--- config.mk ---
export PLATFORM = sky130hd
export DESIGN_NAME = ncpd_cell
export DESIGN_NICKNAME = d
export VERILOG_FILES = /design/src/rtl/core/assert_macros.svh /design/src/rtl/core/ncpd_pkg.sv /design/src/rtl/core/ncpd_cell.sv
export SDC_FILE = /design/constraint.sdc
export NUM_CORES = 1
export LEC_CHECK = 0
export BUFFER_PORTS_ARGS = -buffer_cell sky130_fd_sc_hd__buf_2
export CELL_PAD_IN_SITES_DETAIL_PLACEMENT = 1
export CELL_PAD_IN_SITES_GLOBAL_PLACEMENT = 1
export CORE_MARGIN = 4
export CORE_UTILIZATION = 30
export CTS_CLUSTER_SIZE = 24
export DETAILED_ROUTE_END_ITERATION = 7
export PLACE_DENSITY = 0.78
export SYNTH_ARGS = -nofsm -noshare
export SYNTH_HDL_FRONTEND = slang
export SYNTH_SLANG_ARGS = --single-unit
export TNS_END_PERCENT = 1
--- constraint.sdc ---
create_clock -name clk -period 0.8 [get_ports clk]
set_input_delay 0.08 -clock clk [delete_from_list [all_inputs] [get_ports clk]]
set_output_delay 0.08 -clock clk [all_outputs]
set_load 0.05 [all_outputs]
--- src/rtl/core/assert_macros.svh ---
// Assertion macros shared by the preamble detector RTL.
`ifndef ASSERT_MACROS_SVH
`define ASSERT_MACROS_SVH
`ifndef NO_ASSERTIONS
`define ASSERT_AT(lbl, clk, rstn, prop) \
	lbl: assert property (@(posedge clk) disable iff (!rstn) prop) \
		else $error("%m: property violated");
`define ASSERT_NEVER(lbl, clk, rstn, cond) \
	lbl: assert property (@(posedge clk) disable iff (!rstn) !(cond)) \
		else $error("%m: forbidden condition seen");
`else
`define ASSERT_AT(lbl, clk, rstn, prop)
`define ASSERT_NEVER(lbl, clk, rstn, cond)
`endif
`endif

--- src/rtl/core/ncpd_pkg.sv ---
// Types, constants and helpers of the normalized correlation preamble detector.
package ncpd_pkg;

	localparam int PREAMBLE_LEN = 32;
	localparam int SAMPLE_WIDTH = 16;
	localparam int IDX_W        = $clog2(PREAMBLE_LEN);
	localparam int TAP_W        = 5;
	localparam int ACTION_W     = 2;
	localparam int THR_W        = 16;
	localparam int FLEN_W       = 13;
	localparam int FLEN_MAX     = 4096;
	localparam int OFS_W        = 12;
	localparam int SCORE_W      = 16;
	localparam int CFG_DATA_W   = 16;

	localparam int S_TDATA_W = ((TAP_W + 2 * SAMPLE_WIDTH) + 7) / 8 * 8;
	localparam int M_PAY_W   = OFS_W + SCORE_W + 2 * SAMPLE_WIDTH;
	localparam int M_TDATA_W = (M_PAY_W + 7) / 8 * 8;

	// Arithmetic widths: correlation sums, window power and the ratio test.
	localparam int PROD_W    = 2 * SAMPLE_WIDTH;
	localparam int ACC_W     = 2 * SAMPLE_WIDTH + IDX_W + 1;
	localparam int POW_W     = 2 * SAMPLE_WIDTH + IDX_W;
	localparam int MAG_W     = ACC_W - 1;
	localparam int SQ_W      = 2 * MAG_W;
	localparam int SUMSQ_W   = SQ_W + 1;
	localparam int NUM_SHIFT = (2 * SAMPLE_WIDTH < 34) ? (34 - 2 * SAMPLE_WIDTH) : 0;
	localparam int DEN_SHIFT = (2 * SAMPLE_WIDTH > 34) ? (2 * SAMPLE_WIDTH - 34) : 0;
	localparam int NUM_W     = SUMSQ_W + IDX_W + 1 + NUM_SHIFT;
	localparam int DEN_W     = POW_W + DEN_SHIFT;
	localparam int QUO_W     = 2 * SCORE_W;
	localparam int ARC_W     = $clog2(NUM_W + SQ_W);

	typedef enum logic [ACTION_W-1:0] {
		ACT_LOAD   = 2'd0,
		ACT_SAMPLE = 2'd1,
		ACT_CLEAR  = 2'd2,
		ACT_NOP    = 2'd3
	} act_t;

	typedef enum logic {
		CFG_THRESHOLD = 1'b0,
		CFG_FRAME_LEN = 1'b1
	} cfg_idx_t;

	typedef enum logic [2:0] {
		ST_IDLE,
		ST_MAC,
		ST_DRAIN,
		ST_LAUNCH,
		ST_CALC,
		ST_EMIT
	} st_t;

	typedef enum logic [2:0] {
		AR_IDLE,
		AR_SQ,
		AR_NUM,
		AR_DIV,
		AR_ROOT,
		AR_DONE
	} ar_st_t;

	typedef struct packed {
		logic signed [SAMPLE_WIDTH-1:0] im;
		logic signed [SAMPLE_WIDTH-1:0] re;
	} cplx_t;

	typedef struct packed {
		logic clear;
		logic win_adv;
		logic tap_adv;
		logic cap_adv;
	} cell_ctl_t;

	typedef struct packed {
		logic               done;
		logic               detect;
		logic [SCORE_W-1:0] score;
	} ar_res_t;

	function automatic logic [MAG_W-1:0] mag_acc(input logic signed [ACC_W-1:0] v);
		logic [ACC_W-1:0] u;
		u = v[ACC_W-1] ? (ACC_W'(0) - ACC_W'(v)) : ACC_W'(v);
		return u[MAG_W-1:0];
	endfunction

endpackage

--- src/rtl/core/ncpd_cell.sv ---
// One cell of the chain: a template tap, a window sample and a capture sample.
module ncpd_cell (
	input  logic                clk,
	input  logic                arst_n,
	input  ncpd_pkg::cell_ctl_t ctl,
	input  logic                tap_we,
	input  ncpd_pkg::cplx_t     tap_in,
	input  ncpd_pkg::cplx_t     tap_prev,
	input  ncpd_pkg::cplx_t     win_in,
	input  ncpd_pkg::cplx_t     cap_in,
	output ncpd_pkg::cplx_t     tap,
	output ncpd_pkg::cplx_t     win,
	output ncpd_pkg::cplx_t     cap
);

	ncpd_pkg::cplx_t tap_q;
	ncpd_pkg::cplx_t win_q;
	ncpd_pkg::cplx_t cap_q;

	always_ff @(posedge clk or negedge arst_n) begin
		if (!arst_n) begin
			tap_q <= '0;
			win_q <= '0;
			cap_q <= '0;
		end else begin
			// clear drops history but keeps the taps
			if (ctl.clear) begin
				win_q <= '0;
				cap_q <= '0;
			end else begin
				if (ctl.win_adv) begin
					win_q <= win_in;
				end
				if (ctl.cap_adv) begin
					cap_q <= cap_in;
				end
			end
			if (tap_we) begin
				tap_q <= tap_in;
			end else if (ctl.tap_adv) begin
				tap_q <= tap_prev;
			end
		end
	end

	assign tap = tap_q;
	assign win = win_q;
	assign cap = cap_q;

endmodule

=== Yosys cells after proc, flatten, opt, wreduce, memory -nomap -nowiden ===
Cells that the tools add are included.

* Register bits after elaboration: 96
* Output and inout port bits: 96
* Word-level logic and storage cells: 15
* Input port bits: 135

* Multiplexer cells: 6
* Reduce and logical (&&, ||, !) cells: 3

{| class="wikitable"
|+ Operators with widths
! kind !! number
|-
| $mux 32 || 6
|-
| $reduce_bool 2->1 || 3
|}

=== Logic depth before layout (Yosys ltp) ===
* Depth after elaboration: 2
* Depth in mapped cells: 4
* Depth with buffers taken out: 2

=== Least setup slack after synthesis ===
No wires, ideal clock.

* Kind: reg2reg
* From: reg, netlist name tap[30]
* To: reg tap_q, in the netlist tap[30]
* Slack: -142 ps
* Stages on the path, launching flop included: 3
* Required time: 726 ps
* Clock period less this slack: 942 ps
* Buffers on the path: 0
* Library setup time: 74 ps
* Arrival: 867 ps
* Path through: dfrtp_1 > mux2i_1 > o21ai_2

{| class="wikitable"
|+ RTL lines
! item !! line !! RTL
|-
| to (signal assigned) || ncpd_cell.sv:39 || <nowiki>tap_q <= tap_in;</nowiki>
|-
| to (signal assigned) || ncpd_cell.sv:41 || <nowiki>tap_q <= tap_prev;</nowiki>
|-
| to (decl) || ncpd_cell.sv:16 || <nowiki>ncpd_pkg::cplx_t tap_q;</nowiki>
|}

=== Worst setup path in the final report ===
* From: reg cap_q, in the netlist cap[11]
* To: out cap[11] (netlist bit)

{| class="wikitable"
|+ RTL lines
! item !! line !! RTL
|-
| from (decl) || ncpd_cell.sv:18 || <nowiki>ncpd_pkg::cplx_t cap_q;</nowiki>
|-
| from (signal assigned) || ncpd_cell.sv:35 || <nowiki>cap_q <= cap_in;</nowiki>
|-
| to (decl) || ncpd_cell.sv:13 || <nowiki>output ncpd_pkg::cplx_t cap</nowiki>
|}

No word-level cell between the ends.

==> results_dict.tcl <==
set metrics [dict create \
    slew-limit-headroom_pct 81.8 \
    fmax_mhz 991 \
    path_class "flop to output port" \
    io_buffers 230 \
    overflow 0 \
    dp_cells 741 \
    rsz0062_at_grt "yes" \
    grt_antenna_before_repair 0 \
    cp-end-kind "output port" \
    critPathMaxStageDelay_ns 0.43 \
    fin_total_pwr_mw 13.6 \
    dp_slack_ns -0.0912 \
    worstPathArrival_ns 0.93 \
    fin_skew_ns 0 \
    p_leak_nw 3.59 \
    yosys_warnings 0 \
    wl_per_cell_um 18.4 \
    yosys.area.top_type_share_pct 58.1 \
    die_width_um 125 \
    power.density_nw_per_um2 1950 \
    track_usage_pct 19.0 \
    run_status "finished, violations left" \
    wirelength_mm 14.9 \
    hold_path.class "primary input to flop" \
    grt_pass1_wl_mm 24.1 \
    htreeDepth 3 \
    clk_pin_slew_worst_paths_ns 0.06 \
    cts_tree "yes" \
    synth_area_leaders "dfrtp_1 (58%), mux2i_1 (23%), nor2_1 (5.8%)" \
    ys_types 14 \
    cts_inserted_buffers 9 \
    io_pins 231 \
    nNetsFinal 763 \
    worst_slew_pin_slew_ns 0.274 \
    failed_checks "setup timing" \
    n_antenna_cell 0 \
    via_count 3776 \
    gp_congestion 0.830 \
    final.min_clock_period_ns 1.01 \
    drc 0 \
    fin_cells 809 \
    dieHeight_um 125 \
    synth_top_area_cell "dfrtp_1" \
    critPathBufInv 1 \
    cts_buffer_depth 2 \
    hold_viol 0 \
    core-area_um2 13300 \
    syn_area_um2 4140 \
    required_ns 0.72 \
    path_delay_family "flip-flops" \
    fp.dieArea_um2 15700 \
    clock_latency_ns 0.33 \
    slowest_stage "dfrtp_1" \
    cp-start-kind "flop" \
    finalMaxSlewViolations 0 \
    synthCells 346 \
    finalSetupViolations 97 \
    fill_cells 1447 \
    via_per_inst 4.67 \
    antenna_left 0 \
    critical_path.max_fanout 2 \
    ir_worst_vdd_mv 1.05 \
    ys_seq_area_share_pct 58.1 \
    ys_ff_latch 96 \
    syn_to_final_growth_pct 69.0 \
    grt_pass1_vias 4382 \
    drtIter0Drc 216 \
    fin_ws_ns -0.210 \
    finalCritPeriodShare_pct 126 \
    rows 42 \
    cap_violations 0 \
    synth.net_count 481 \
    clockRootBuffer "clkbuf_16" \
    syn_avg_cell_area_um2 12.0 \
    initial_core_util_pct 31.0 \
    clock_sinks 96 \
    grt_max_degree 52 \
    cp_cell_sequence "buf_6" \
    hpwl_mm 9.46 \
    dr.pass1.iters 4 \
    drive_gt1_share_pct 46.4 \
]
==> cell families after synthesis <==
| group | Yosys count | share of synthesized area, % |
|---|---|---|
| AO/OA/AOI/OAI | 32 | 3.96 |
| buffers and inverters | 26 | 5.99 |
| flip-flops | 96 | 58.1 |
| multiplexers | 96 | 23.2 |
| AND/OR/NAND/NOR | 96 | 8.71 |
==> cells in the mapped netlist, drive strengths merged <==
master,n
dfrtp,96
mux2i,96
nor2,64
nand2,32
o21ai,32
buf,24
clkbuf,2
==> per-layer routing <==
metal | share of wire [%] | vias to the layer above | track usage, %
met5 | 0 | - | 0
met3 | 6.9 | 20 | 4.39
met1 | 38 | 1850 | 21.7
met2 | 53 | 181 | 35.6
met4 | 1.5 | 0 | 5.04
li1 | - | 1725 | -
==> repair_timing <==
action / CTS / global route
hold buffers: 51 / 0
gates resized for setup: 192 / 4
setup buffers: 1 / 0
setup endpoints to repair: 96 / 116
hold endpoints to repair: 146 / 0
gates cloned: 0 / 0
pin swaps: 0 / 2
==> final timing paths <==
kind / startpoint / to / slack [ns] / cells past startpoint
max: cap[11]$_DFFE_PN0P_ / cap[11] / -0.21 / 1
min: cap_in[2] / cap[2]$_DFFE_PN0P_ / 0.004 / 3
max reg2reg: cap[10]$_DFFE_PN0P_ / cap[10]$_DFFE_PN0P_ / -0.06 / 3
min reg2reg: win[19]$_DFFE_PN0P_ / win[19]$_DFFE_PN0P_ / 0.55 / 2
max in group asynchronous: arst_n / cap[0]$_DFFE_PN0P_ / 0.18 / 3
min in group asynchronous: arst_n / win[30]$_DFFE_PN0P_ / 0.13 / 2
==> registers in the layout, summed over array words and instances, names as in the netlist <==
name,count
cap,32
tap,32
win,32
==> metrics by stage <==
stage | area [µm²] | utilization, % | setup TNS, ns | hold slack [ns]
after floorplan | 4180 | - | -7.19 | -0.216
after global placement | 5550 | 41.6 | -0.251 | -0.0867
after detailed placement | 5550 | 41.6 | -2.62 | -0.0880
after CTS | 6980 | 52.3 | -18.17 | 0.000764
after global routing | 6990 | 52.3 | -20.39 | 0.00412
final | 6990 | 52.3 | -16.75 | 0.00427
==> report_power, final <==
part           switching (mW)  internal (mW)  total (mW)
Combinational            2.12           1.49        3.61
Clock                    1.73           2.75        4.48
Sequential              0.292           5.22        5.51
==> layout by cell type (no fill, tap or decap), drive strengths merged <==
master / instances
bufinv: 2
nand2: 32
nor2: 64
buf: 246
mux2i: 96
dlygate4sd3: 51
clkbuf: 13
dfrtp: 96
o21ai: 32
clkinvlp: 1
==> cell type report <==
class                   instances  area (µm²)  area share [%]
multi-input cells             224        1490            21.4
flip-flops and latches         96        2440            35.0
well taps                     176         220            3.15
clock inverters                 3        67.6           0.967
repair buffers                297        2520            36.1
clock buffers                  13         240            3.44
Note: power is estimated with default switching activity, not from simulation.
