**config.mk**
```make
export PLATFORM = sky130hd
export DESIGN_NAME = ncpd_arith
export DESIGN_NICKNAME = d
export VERILOG_FILES = /design/src/rtl/core/ncpd_pkg.sv /design/src/rtl/core/ncpd_arith.sv
export VERILOG_INCLUDE_DIRS = /design/src /design/src/rtl/core
export SDC_FILE = /design/constraint.sdc
export NUM_CORES = 2
export LEC_CHECK = 0
export ABC_AREA = 1
export BUFFER_PORTS_ARGS = -buffer_cell sky130_fd_sc_hd__clkbuf_2
export CAP_MARGIN = 10
export CORE_MARGIN = 2
export CORE_UTILIZATION = 50
export DETAILED_ROUTE_END_ITERATION = 6
export GPL_TIMING_DRIVEN = 0
export HOLD_SLACK_MARGIN = 0.03
export PLACE_DENSITY = 0.78
export SETUP_SLACK_MARGIN = 0.05
export SLEW_MARGIN = 10
export SYNTH_ARGS = -nofsm -noshare
export SYNTH_HDL_FRONTEND = slang
export SYNTH_SLANG_ARGS = --single-unit
```
**constraint.sdc**
```tcl
create_clock -name clk -period 17.5 [get_ports clk]
set_input_delay 0 -clock clk [delete_from_list [all_inputs] [get_ports clk]]
set_output_delay 0 -clock clk [all_outputs]
set_load 0.02 [all_outputs]
```
**src/rtl/core/assert_macros.svh**
```systemverilog
// Assertion macros shared by the preamble detector RTL.
`ifndef ASSERT_MACROS_SVH
`define ASSERT_MACROS_SVH
`ifndef NO_ASSERTIONS
`define ASSERT_AT(lbl, clk, rstn, prop) \
	lbl: assert property (@(posedge clk) disable iff (!rstn) prop) \
		else $error("%m: property violated");
`define ASSERT_NEVER(lbl, clk, rstn, cond) \
	lbl: assert property (@(posedge clk) disable iff (!rstn) !(cond)) \
		else $error("%m: forbidden condition seen");
`else
`define ASSERT_AT(lbl, clk, rstn, prop)
`define ASSERT_NEVER(lbl, clk, rstn, cond)
`endif
`endif

```
**src/rtl/core/ncpd_pkg.sv**
```systemverilog
// Types, constants and helpers of the normalized correlation preamble detector.
package ncpd_pkg;

	localparam int PREAMBLE_LEN = 32;
	localparam int SAMPLE_WIDTH = 16;
	localparam int IDX_W        = $clog2(PREAMBLE_LEN);
	localparam int TAP_W        = 5;
	localparam int ACTION_W     = 2;
	localparam int THR_W        = 16;
	localparam int FLEN_W       = 13;
	localparam int FLEN_MAX     = 4096;
	localparam int OFS_W        = 12;
	localparam int SCORE_W      = 16;
	localparam int CFG_DATA_W   = 16;

	localparam int S_TDATA_W = ((TAP_W + 2 * SAMPLE_WIDTH) + 7) / 8 * 8;
	localparam int M_PAY_W   = OFS_W + SCORE_W + 2 * SAMPLE_WIDTH;
	localparam int M_TDATA_W = (M_PAY_W + 7) / 8 * 8;

	// Arithmetic widths: correlation sums, window power and the ratio test.
	localparam int PROD_W    = 2 * SAMPLE_WIDTH;
	localparam int ACC_W     = 2 * SAMPLE_WIDTH + IDX_W + 1;
	localparam int POW_W     = 2 * SAMPLE_WIDTH + IDX_W;
	localparam int MAG_W     = ACC_W - 1;
	localparam int SQ_W      = 2 * MAG_W;
	localparam int SUMSQ_W   = SQ_W + 1;
	localparam int NUM_SHIFT = (2 * SAMPLE_WIDTH < 34) ? (34 - 2 * SAMPLE_WIDTH) : 0;
	localparam int DEN_SHIFT = (2 * SAMPLE_WIDTH > 34) ? (2 * SAMPLE_WIDTH - 34) : 0;
	localparam int NUM_W     = SUMSQ_W + IDX_W + 1 + NUM_SHIFT;
	localparam int DEN_W     = POW_W + DEN_SHIFT;
	localparam int QUO_W     = 2 * SCORE_W;
	localparam int ARC_W     = $clog2(NUM_W + SQ_W);

	typedef enum logic [ACTION_W-1:0] {
		ACT_LOAD   = 2'd0,
		ACT_SAMPLE = 2'd1,
		ACT_CLEAR  = 2'd2,
		ACT_NOP    = 2'd3
	} act_t;

	typedef enum logic {
		CFG_THRESHOLD = 1'b0,
		CFG_FRAME_LEN = 1'b1
	} cfg_idx_t;

	typedef enum logic [2:0] {
		ST_IDLE,
		ST_MAC,
		ST_DRAIN,
		ST_LAUNCH,
		ST_CALC,
		ST_EMIT
	} st_t;

	typedef enum logic [2:0] {
		AR_IDLE,
		AR_SQ,
		AR_NUM,
		AR_DIV,
		AR_ROOT,
		AR_DONE
	} ar_st_t;

	typedef struct packed {
		logic signed [SAMPLE_WIDTH-1:0] im;
		logic signed [SAMPLE_WIDTH-1:0] re;
	} cplx_t;

	typedef struct packed {
		logic clear;
		logic win_adv;
		logic tap_adv;
		logic cap_adv;
	} cell_ctl_t;

	typedef struct packed {
		logic               done;
		logic               detect;
		logic [SCORE_W-1:0] score;
	} ar_res_t;

	function automatic logic [MAG_W-1:0] mag_acc(input logic signed [ACC_W-1:0] v);
		logic [ACC_W-1:0] u;
		u = v[ACC_W-1] ? (ACC_W'(0) - ACC_W'(v)) : ACC_W'(v);
		return u[MAG_W-1:0];
	endfunction

endpackage

```
**src/rtl/core/ncpd_arith.sv**
```systemverilog
// Sequential ratio unit: |c|^2 by shift-add, restoring divide by power, bitwise root.
`include "assert_macros.svh"
module ncpd_arith (
	input  logic                                   clk,
	input  logic                                   arst_n,
	input  logic                                   start,
	input  logic signed [ncpd_pkg::ACC_W-1:0]      cre,
	input  logic signed [ncpd_pkg::ACC_W-1:0]      cim,
	input  logic        [ncpd_pkg::POW_W-1:0]      pow,
	input  logic        [ncpd_pkg::THR_W-1:0]      thr,
	output ncpd_pkg::ar_res_t                      res
);

	ncpd_pkg::ar_st_t ast_q, ast_d;

	logic [ncpd_pkg::ARC_W-1:0]   cnt_q;
	logic [ncpd_pkg::SQ_W-1:0]    mcand_q;
	logic [ncpd_pkg::MAG_W-1:0]   mplier_q;
	logic [ncpd_pkg::MAG_W-1:0]   mim_q;
	logic [ncpd_pkg::SUMSQ_W-1:0] sumsq_q;
	logic [ncpd_pkg::NUM_W-1:0]   num_q;
	logic [ncpd_pkg::DEN_W-1:0]   den_q;
	logic [ncpd_pkg::DEN_W-1:0]   rem_q;
	logic [ncpd_pkg::QUO_W-1:0]   quo_q;
	logic [ncpd_pkg::QUO_W-1:0]   t2_q;
	logic [ncpd_pkg::SCORE_W-1:0] score_q;
	logic [ncpd_pkg::SCORE_W-1:0] bit_q;
	logic                         sat_q;
	logic                         pow0_q;

	logic [ncpd_pkg::DEN_W:0]     trial;
	logic                         trial_ge;
	logic [ncpd_pkg::SCORE_W-1:0] cand;
	logic [ncpd_pkg::QUO_W-1:0]   cand_sq;
	logic                         sq_half;
	logic                         sq_end;
	logic                         div_end;

	assign trial    = {rem_q, num_q[ncpd_pkg::NUM_W-1]};
	assign trial_ge = trial >= {1'b0, den_q};
	assign cand     = score_q | bit_q;
	assign cand_sq  = cand * cand;
	assign sq_half  = cnt_q == ncpd_pkg::ARC_W'(ncpd_pkg::MAG_W - 1);
	assign sq_end   = cnt_q == ncpd_pkg::ARC_W'(2 * ncpd_pkg::MAG_W - 1);
	assign div_end  = cnt_q == ncpd_pkg::ARC_W'(ncpd_pkg::NUM_W - 1);

	always_comb begin
		ast_d = ast_q;
		case (ast_q)
			ncpd_pkg::AR_IDLE: begin
				if (start) begin
					ast_d = (pow == '0) ? ncpd_pkg::AR_DONE : ncpd_pkg::AR_SQ;
				end
			end
			ncpd_pkg::AR_SQ:   if (sq_end) ast_d = ncpd_pkg::AR_NUM;
			ncpd_pkg::AR_NUM:  ast_d = ncpd_pkg::AR_DIV;
			ncpd_pkg::AR_DIV:  if (div_end) ast_d = ncpd_pkg::AR_ROOT;
			ncpd_pkg::AR_ROOT: if (bit_q[0]) ast_d = ncpd_pkg::AR_DONE;
			ncpd_pkg::AR_DONE: ast_d = ncpd_pkg::AR_IDLE;
			default:           ast_d = ncpd_pkg::AR_IDLE;
		endcase
	end

	always_comb begin
		res.done   = ast_q == ncpd_pkg::AR_DONE;
		res.detect = !pow0_q && (sat_q || (quo_q > t2_q) ||
			((quo_q == t2_q) && (rem_q != '0)));
		res.score  = sat_q ? '1 : score_q;
	end

	always_ff @(posedge clk or negedge arst_n) begin
		if (!arst_n) begin
			ast_q <= ncpd_pkg::AR_IDLE;
		end else begin
			ast_q <= ast_d;
		end
	end

	always_ff @(posedge clk) begin
		case (ast_q)
			ncpd_pkg::AR_IDLE: begin
				if (start) begin
					pow0_q   <= pow == '0;
					mcand_q  <= ncpd_pkg::SQ_W'(ncpd_pkg::mag_acc(cre));
					mplier_q <= ncpd_pkg::mag_acc(cre);
					mim_q    <= ncpd_pkg::mag_acc(cim);
					sumsq_q  <= '0;
					cnt_q    <= '0;
					den_q    <= ncpd_pkg::DEN_W'(pow) << ncpd_pkg::DEN_SHIFT;
					t2_q     <= thr * thr;
				end
			end
			ncpd_pkg::AR_SQ: begin
				if (mplier_q[0]) begin
					sumsq_q <= sumsq_q + ncpd_pkg::SUMSQ_W'(mcand_q);
				end
				// switch to the imaginary magnitude halfway through
				if (sq_half) begin
					mcand_q  <= ncpd_pkg::SQ_W'(mim_q);
					mplier_q <= mim_q;
				end else begin
					mcand_q  <= mcand_q << 1;
					mplier_q <= mplier_q >> 1;
				end
				cnt_q <= cnt_q + 1'b1;
			end
			ncpd_pkg::AR_NUM: begin
				num_q <= (ncpd_pkg::NUM_W'(sumsq_q) *
					ncpd_pkg::NUM_W'(ncpd_pkg::PREAMBLE_LEN)) << ncpd_pkg::NUM_SHIFT;
				rem_q <= '0;
				quo_q <= '0;
				sat_q <= 1'b0;
				cnt_q <= '0;
			end
			ncpd_pkg::AR_DIV: begin
				rem_q <= trial_ge ? ncpd_pkg::DEN_W'(trial - {1'b0, den_q}) :
					ncpd_pkg::DEN_W'(trial);
				// quotient bits beyond the low word only mark saturation
				sat_q   <= sat_q | quo_q[ncpd_pkg::QUO_W-1];
				quo_q   <= {quo_q[ncpd_pkg::QUO_W-2:0], trial_ge};
				num_q   <= num_q << 1;
				cnt_q   <= cnt_q + 1'b1;
				score_q <= '0;
				bit_q   <= {1'b1, {(ncpd_pkg::SCORE_W - 1){1'b0}}};
			end
			ncpd_pkg::AR_ROOT: begin
				if (cand_sq <= quo_q) begin
					score_q <= cand;
				end
				bit_q <= bit_q >> 1;
			end
			default: begin
			end
		endcase
	end

	`ASSERT_AT(a_det_needs_power, clk, arst_n, (res.done && res.detect) |-> !pow0_q)
	`ASSERT_AT(a_sat_full_score, clk, arst_n, (res.done && sat_q) |-> (res.score == '1))
	`ASSERT_AT(a_root_bound, clk, arst_n,
		(res.done && !sat_q && !pow0_q) |-> ((score_q * score_q) <= quo_q))

endmodule

```
== Word-level counts from Yosys, hierarchy flattened ==
Index checks and enable logic that the tools add are counted.
Word-level totals
  flip-flop bits (word level): 489
  bits in latches: 0
  bits in writable memories: 0
  ROM bits: 0
  input bits: 132
  output and inout port bits: 18
  memories: 0
Cells by class
  $add $sub $neg: 5
  multipliers: 2
  div/mod/pow operators: 0
  $lt $le $gt $ge: 3
  eq/ne operators: 15
  shifts and indexed selects: 0
  multiplexer cells: 28
  bitwise operators: 2
  reductions and logical operators: 19
Operators with widths (number)
  37-bit two-way mux: 5
  83-bit one-hot mux with 2 select lines: 1
  75-bit two-way mux: 2
  75-bit one-hot mux with 2 select lines: 1
  74-bit two-way mux: 2
  37-bit one-hot mux with 2 select lines: 2
  74-bit one-hot mux with 2 select lines: 1
  75-bit by 74-bit adder with 75-bit output: 1
  1-bit by 37-bit subtractor with 37-bit output (first input constant): 2
  16-bit by 16-bit multiplier with 32-bit output: 2
  16-bit one-hot mux with 2 select lines: 2
  32-bit one-hot mux with 2 select lines: 1
  38-bit by 37-bit >= comparator with 1-bit output: 1
  37-bit zero test: 1
  37-bit nonzero test: 1
  37-bit subtractor: 1
  32-bit equality test: 1
  32-bit greater-than comparator: 1
  32-bit less-or-equal comparator: 1
  16-bit two-way mux: 2
  8-bit one-hot mux with 3 select lines: 1
  8-bit by 7-bit equality test with 1-bit output (second input constant): 2
  16-bit bitwise OR: 1
  3-bit two-way mux: 5
  20 further kinds: 34

== Logic depth before layout (Yosys ltp) ==
  depth after elaboration: 5
  depth in mapped cells: 36

== Worst setup path after synthesis ==
OpenSTA, ideal clock, no wires.
  path type: register -> register
  start: register ast_q[1]
  end: register score_q[0] (netlist bit), enable pin
  library setup time: 394 ps
  data arrival time: 9404 ps
  data required time: 17106 ps
  setup slack: 7702 ps
  stages on the path, launching flop included: 8
  clock period less this slack: 9798 ps
  path through: dfrtp_1 > inv_1 > nor2_1 > nand2_1 > clkinv_1 > buf_2 > a41oi_1 > a21oi_1
Between the ends
  longest elaborated chain between the ends: 3
  elaborated cells between the ends (all ways): 5
  classes of those cells: 3 x eq/ne; 2 x reduce/logical
RTL lines
  start: declaration: line ncpd_arith.sv:14  | ncpd_pkg::ar_st_t ast_q, ast_d;
  start signal: assignment: line ncpd_arith.sv:73  | ast_q <= ncpd_pkg::AR_IDLE;
  start signal: assignment: line ncpd_arith.sv:75  | ast_q <= ast_d;
  3-bit equality test / 3-bit by 2-bit equality test with 1-bit output (equally long branches): line ncpd_arith.sv:80  | case (ast_q)
  2-bit != test (no line) / 2-bit nonzero test (equally long branches)
  2-bit AND reduction (no line) (*)
  end signal: assignment: line ncpd_arith.sv:128  | score_q <= cand;
  end: declaration: line ncpd_arith.sv:26  | logic [ncpd_pkg::SCORE_W-1:0] score_q;
Every way passes the cells marked *; elsewhere a longest branch is shown, timed or not.
A chain may end at the register's enable or synchronous reset.

== Worst setup path after layout ==
  start: register bit_q[5] (netlist bit)
  end: register score_q[9] (netlist bit), enable pin
Between the ends
  longest elaborated chain between the ends: 5
RTL lines
  start: declaration: line ncpd_arith.sv:27  | logic [ncpd_pkg::SCORE_W-1:0] bit_q;
  start signal: assignment: line ncpd_arith.sv:124  | bit_q <= {1'b1, {(ncpd_pkg::SCORE_W - 1){1'b0}}};
  start signal: assignment: line ncpd_arith.sv:130  | bit_q <= bit_q >> 1;
  16-bit bitwise OR: line ncpd_arith.sv:41  | assign cand = score_q | bit_q;
  16-bit by 16-bit multiplier with 32-bit output: line ncpd_arith.sv:42  | assign cand_sq = cand * cand;
  32-bit less-or-equal comparator: line ncpd_arith.sv:127  | if (cand_sq <= quo_q) begin
  2-bit != test (no line)
  2-bit AND reduction (no line)
No other way between the ends.

==> key figures <==
Clocking
  • CTS tree: built
  • CTS Root Cell: clkbuf_16
  • Post-CTS sizing: 0
  • Clk pin slew, worst setup/hold paths: 0.06 ns
  • Number of buffers created by CTS: 53
  • Clock Sinks: 481
  • Maximum buffer depth of the clock tree: 3
  • Post-CTS setup buffers: 0
  • Clk_lat worst skew: 0.65 ns
  • Htree depth: 2

STA
  • WHS: 0.0871 ns
  • Final setup fails: 0
  • Rel. slew slack: 21.1%
  • Max Slew Vio Count: 0
  • FMAX: 110 MHz
  • Setup TNS: 0 ns
  • Hold Violations, Final: 0
  • Pin slew with the least headroom to its limit: 1.18 ns
  • Fin crit period: 9.11 ns
  • Fin crit share: 52.0%
  • RSZ-0062 raised after global routing: no
  • Final worst slack: 8.39 ns
  • Clock skew: 0.0383 ns

Placed design
  • Detailed Place HPWL: 103 mm
  • Dpl ws: 8.50 ns
  • Port bufs: 140
  • Routability cong.: 1.00

Finish
  • Share of layout cells above drive strength 1: 5.29%
  • Ant diodes: 0
  • Synthesis-to-layout area growth: 12.3%
  • Final net count: 7198

Synthesis
  • Top cells by area, synth: edfxtp_1, fa_1, nand2_1, ha_1, inv_1
  • EDFF count, synth: 478
  • Cell variety after synth: 53
  • Syn_area_per_cell: 7.69 um^2
  • Syn nets: 6851
  • Area leader, netlist: edfxtp_1
  • Syn Std Cell Area: 0.0463 mm^2
  • Seq/Total Area, Yosys: 31.2%
  • Post-Syn Instances: 6014
  • Count leader, synth: nand2_1
  • Commonest cells in the netlist: nand2_1, inv_1, nor2_1
  • FF+latch count, synth: 481
  • Main synth FF type: edfxtp_1
  • Synth warn: 0
  • FFs w/ async S/R, synth: 0.624%
  • Post-synth top area share: 31.0%

Floorplanning
  • IO Pins: 150
  • Initial Util: 50.5%
  • Die W: 308 um
  • Core area: 0.0917 mm^2
  • Row count: 111
  • Die area: 0.0950 mm^2
  • Die Height: 308 um

Setup path
  • Worst Path Max Fanout: 11
  • Data required time of the worst path: 17.84 ns
  • Startpoint Class: register
  • CP max-delay cell: nor2_1
  • Top cell by count, worst path: fa_1
  • Critical path type: register to register
  • CP max stage delay: 0.85 ns
  • WP data arrival: 9.44 ns
  • CP Capture Type: register

Drt
  • Antenna-violating nets left: 0
  • WL/cell: 16.7 um
  • Drt total wl: 127 mm
  • DR pass1 iterations: 7
  • Vias/cell: 5.29
  • Drt drc: 2
  • Vias: 40141
  • First DRT Iteration DRCs: 3683

Run status
  • Failing checks: DRC
  • Outcome: complete, but fails checks

Worst hold path
  • Hold Path Class: input port to register

GRT
  • Largest net degree at the start of global routing: 60
  • Initial antenna violation count: 0
  • Total global-route track usage: 26.9%
  • Number of global-route vias before repair: 39358
  • Global-route wire length before repair: 204 mm
  • Grt total ovfl: 0

Job
  • MaxCap Viol Count: 0
## critical path, delay by kind of cell (launching register included)
family / cells / cell delay, ns
adder cells (fa/ha/maj): 8 / 3.73
AND/OR/NAND/NOR: 9 / 1.87
AO/OA/AOI/OAI: 6 / 1.54
buffers and inverters: 5 / 1.02
flip-flops: 1 / 0.40
XOR/XNOR: 1 / 0.24
## per-stage QoR
step	util [%]	cells	area [um^2]
6_report	56.7	7589	52000
2_1_floorplan	-	6014	46300
4_1_cts	56.7	7589	52000
3_5_place_dp	53.2	7350	48700
3_3_place_gp	52.9	7340	48400
5_1_grt	56.7	7589	52000
## cell usage in the layout (no fill, tap or decap), types with 8 or more instances in the layout
cell,count
or2_2,29
fa_1,328
inv_1,1235
o21bai_1,18
nand2_1,1651
clkinv_2,9
inv_2,11
clkbuf_2,140
buf_6,8
buf_2,15
xnor2_1,35
xor2_1,88
ha_1,377
clkinv_1,18
clkbuf_16,53
edfxtp_1,478
nor3_1,52
a31oi_1,10
a21oi_1,309
buf_1,11
a21o_1,9
nor2_1,663
o21ai_0,172
nand4_1,30
o21a_1,10
nor2_2,13
dlygate4sd3_1,142
clkbuf_1,86
o211ai_1,14
nand3_1,220
bufinv_16,9
o21ai_1,34
nor4_1,38
## worst paths after layout
path,start,endpoint,slack [ns],cells after the start
worst max-delay path,bit_q[5]$_SDFFCE_PN0N_,score_q[9]$_SDFFCE_PN0P_,8.39,29
worst min-delay path,cim[0],mim_q[0]$_DFFE_PP_,0.09,2
worst max register to register,bit_q[5]$_SDFFCE_PN0N_,score_q[9]$_SDFFCE_PN0P_,8.39,29
worst min register to register,num_q[37]$_DFFE_PP_,num_q[38]$_DFFE_PP_,0.49,2
max in group asynchronous,arst_n,ast_q[1]$_DFFE_PN0P_,17.05,3
min in group asynchronous,arst_n,ast_q[0]$_DFFE_PN0P_,0.31,3
## area by class of cell
type,instances,area [um^2]
clock inverter,37,479
buffer,113,499
tap,1186,1480
sequential,481,14400
clock buffer,60,1350
timing repair buffer,292,2370
fill,8301,39700
multi-input combinational,4161,26600
inverter,1259,4730
## cells by family (layout without fill, tap and decap cells)
group	Yosys count	count (layout)	synth area share, %
AND/OR/NAND/NOR	2731	2731	23.8
buffers and inverters	1372	1761	11.3
adder cells (fa/ha/maj)	706	706	24.4
AO/OA/AOI/OAI	600	600	6.98
flip-flops	481	481	31.2
XOR/XNOR	123	123	2.33
multiplexers	1	1	0.0243
## what timing repair did
item / in CTS / in global routing
hold endpoints to repair: 162 / 0
setup endpoints to repair: 0 / 0
hold buffers: 142 / 0
## routing by layer
layer  GRT usage (%)  share of wire (%)  vias to the layer above
met2            45.4                 47                     1537
met4            7.83                3.0                        0
met5               0                  0                        -
met1            36.6                 43                    18874
li1                -                  -                    19476
met3            2.91                7.2                      254
## state kept, by name, indices dropped and copies added, names as in the netlist, 32 cells and up
register	flops
num_q	76
sumsq_q	75
mcand_q	74
den_q	37
mim_q	37
mplier_q	37
rem_q	37
quo_q	32
Power is not shown: default switching activity piles up to over one toggle a cycle in this logic, so the estimate is an artifact.
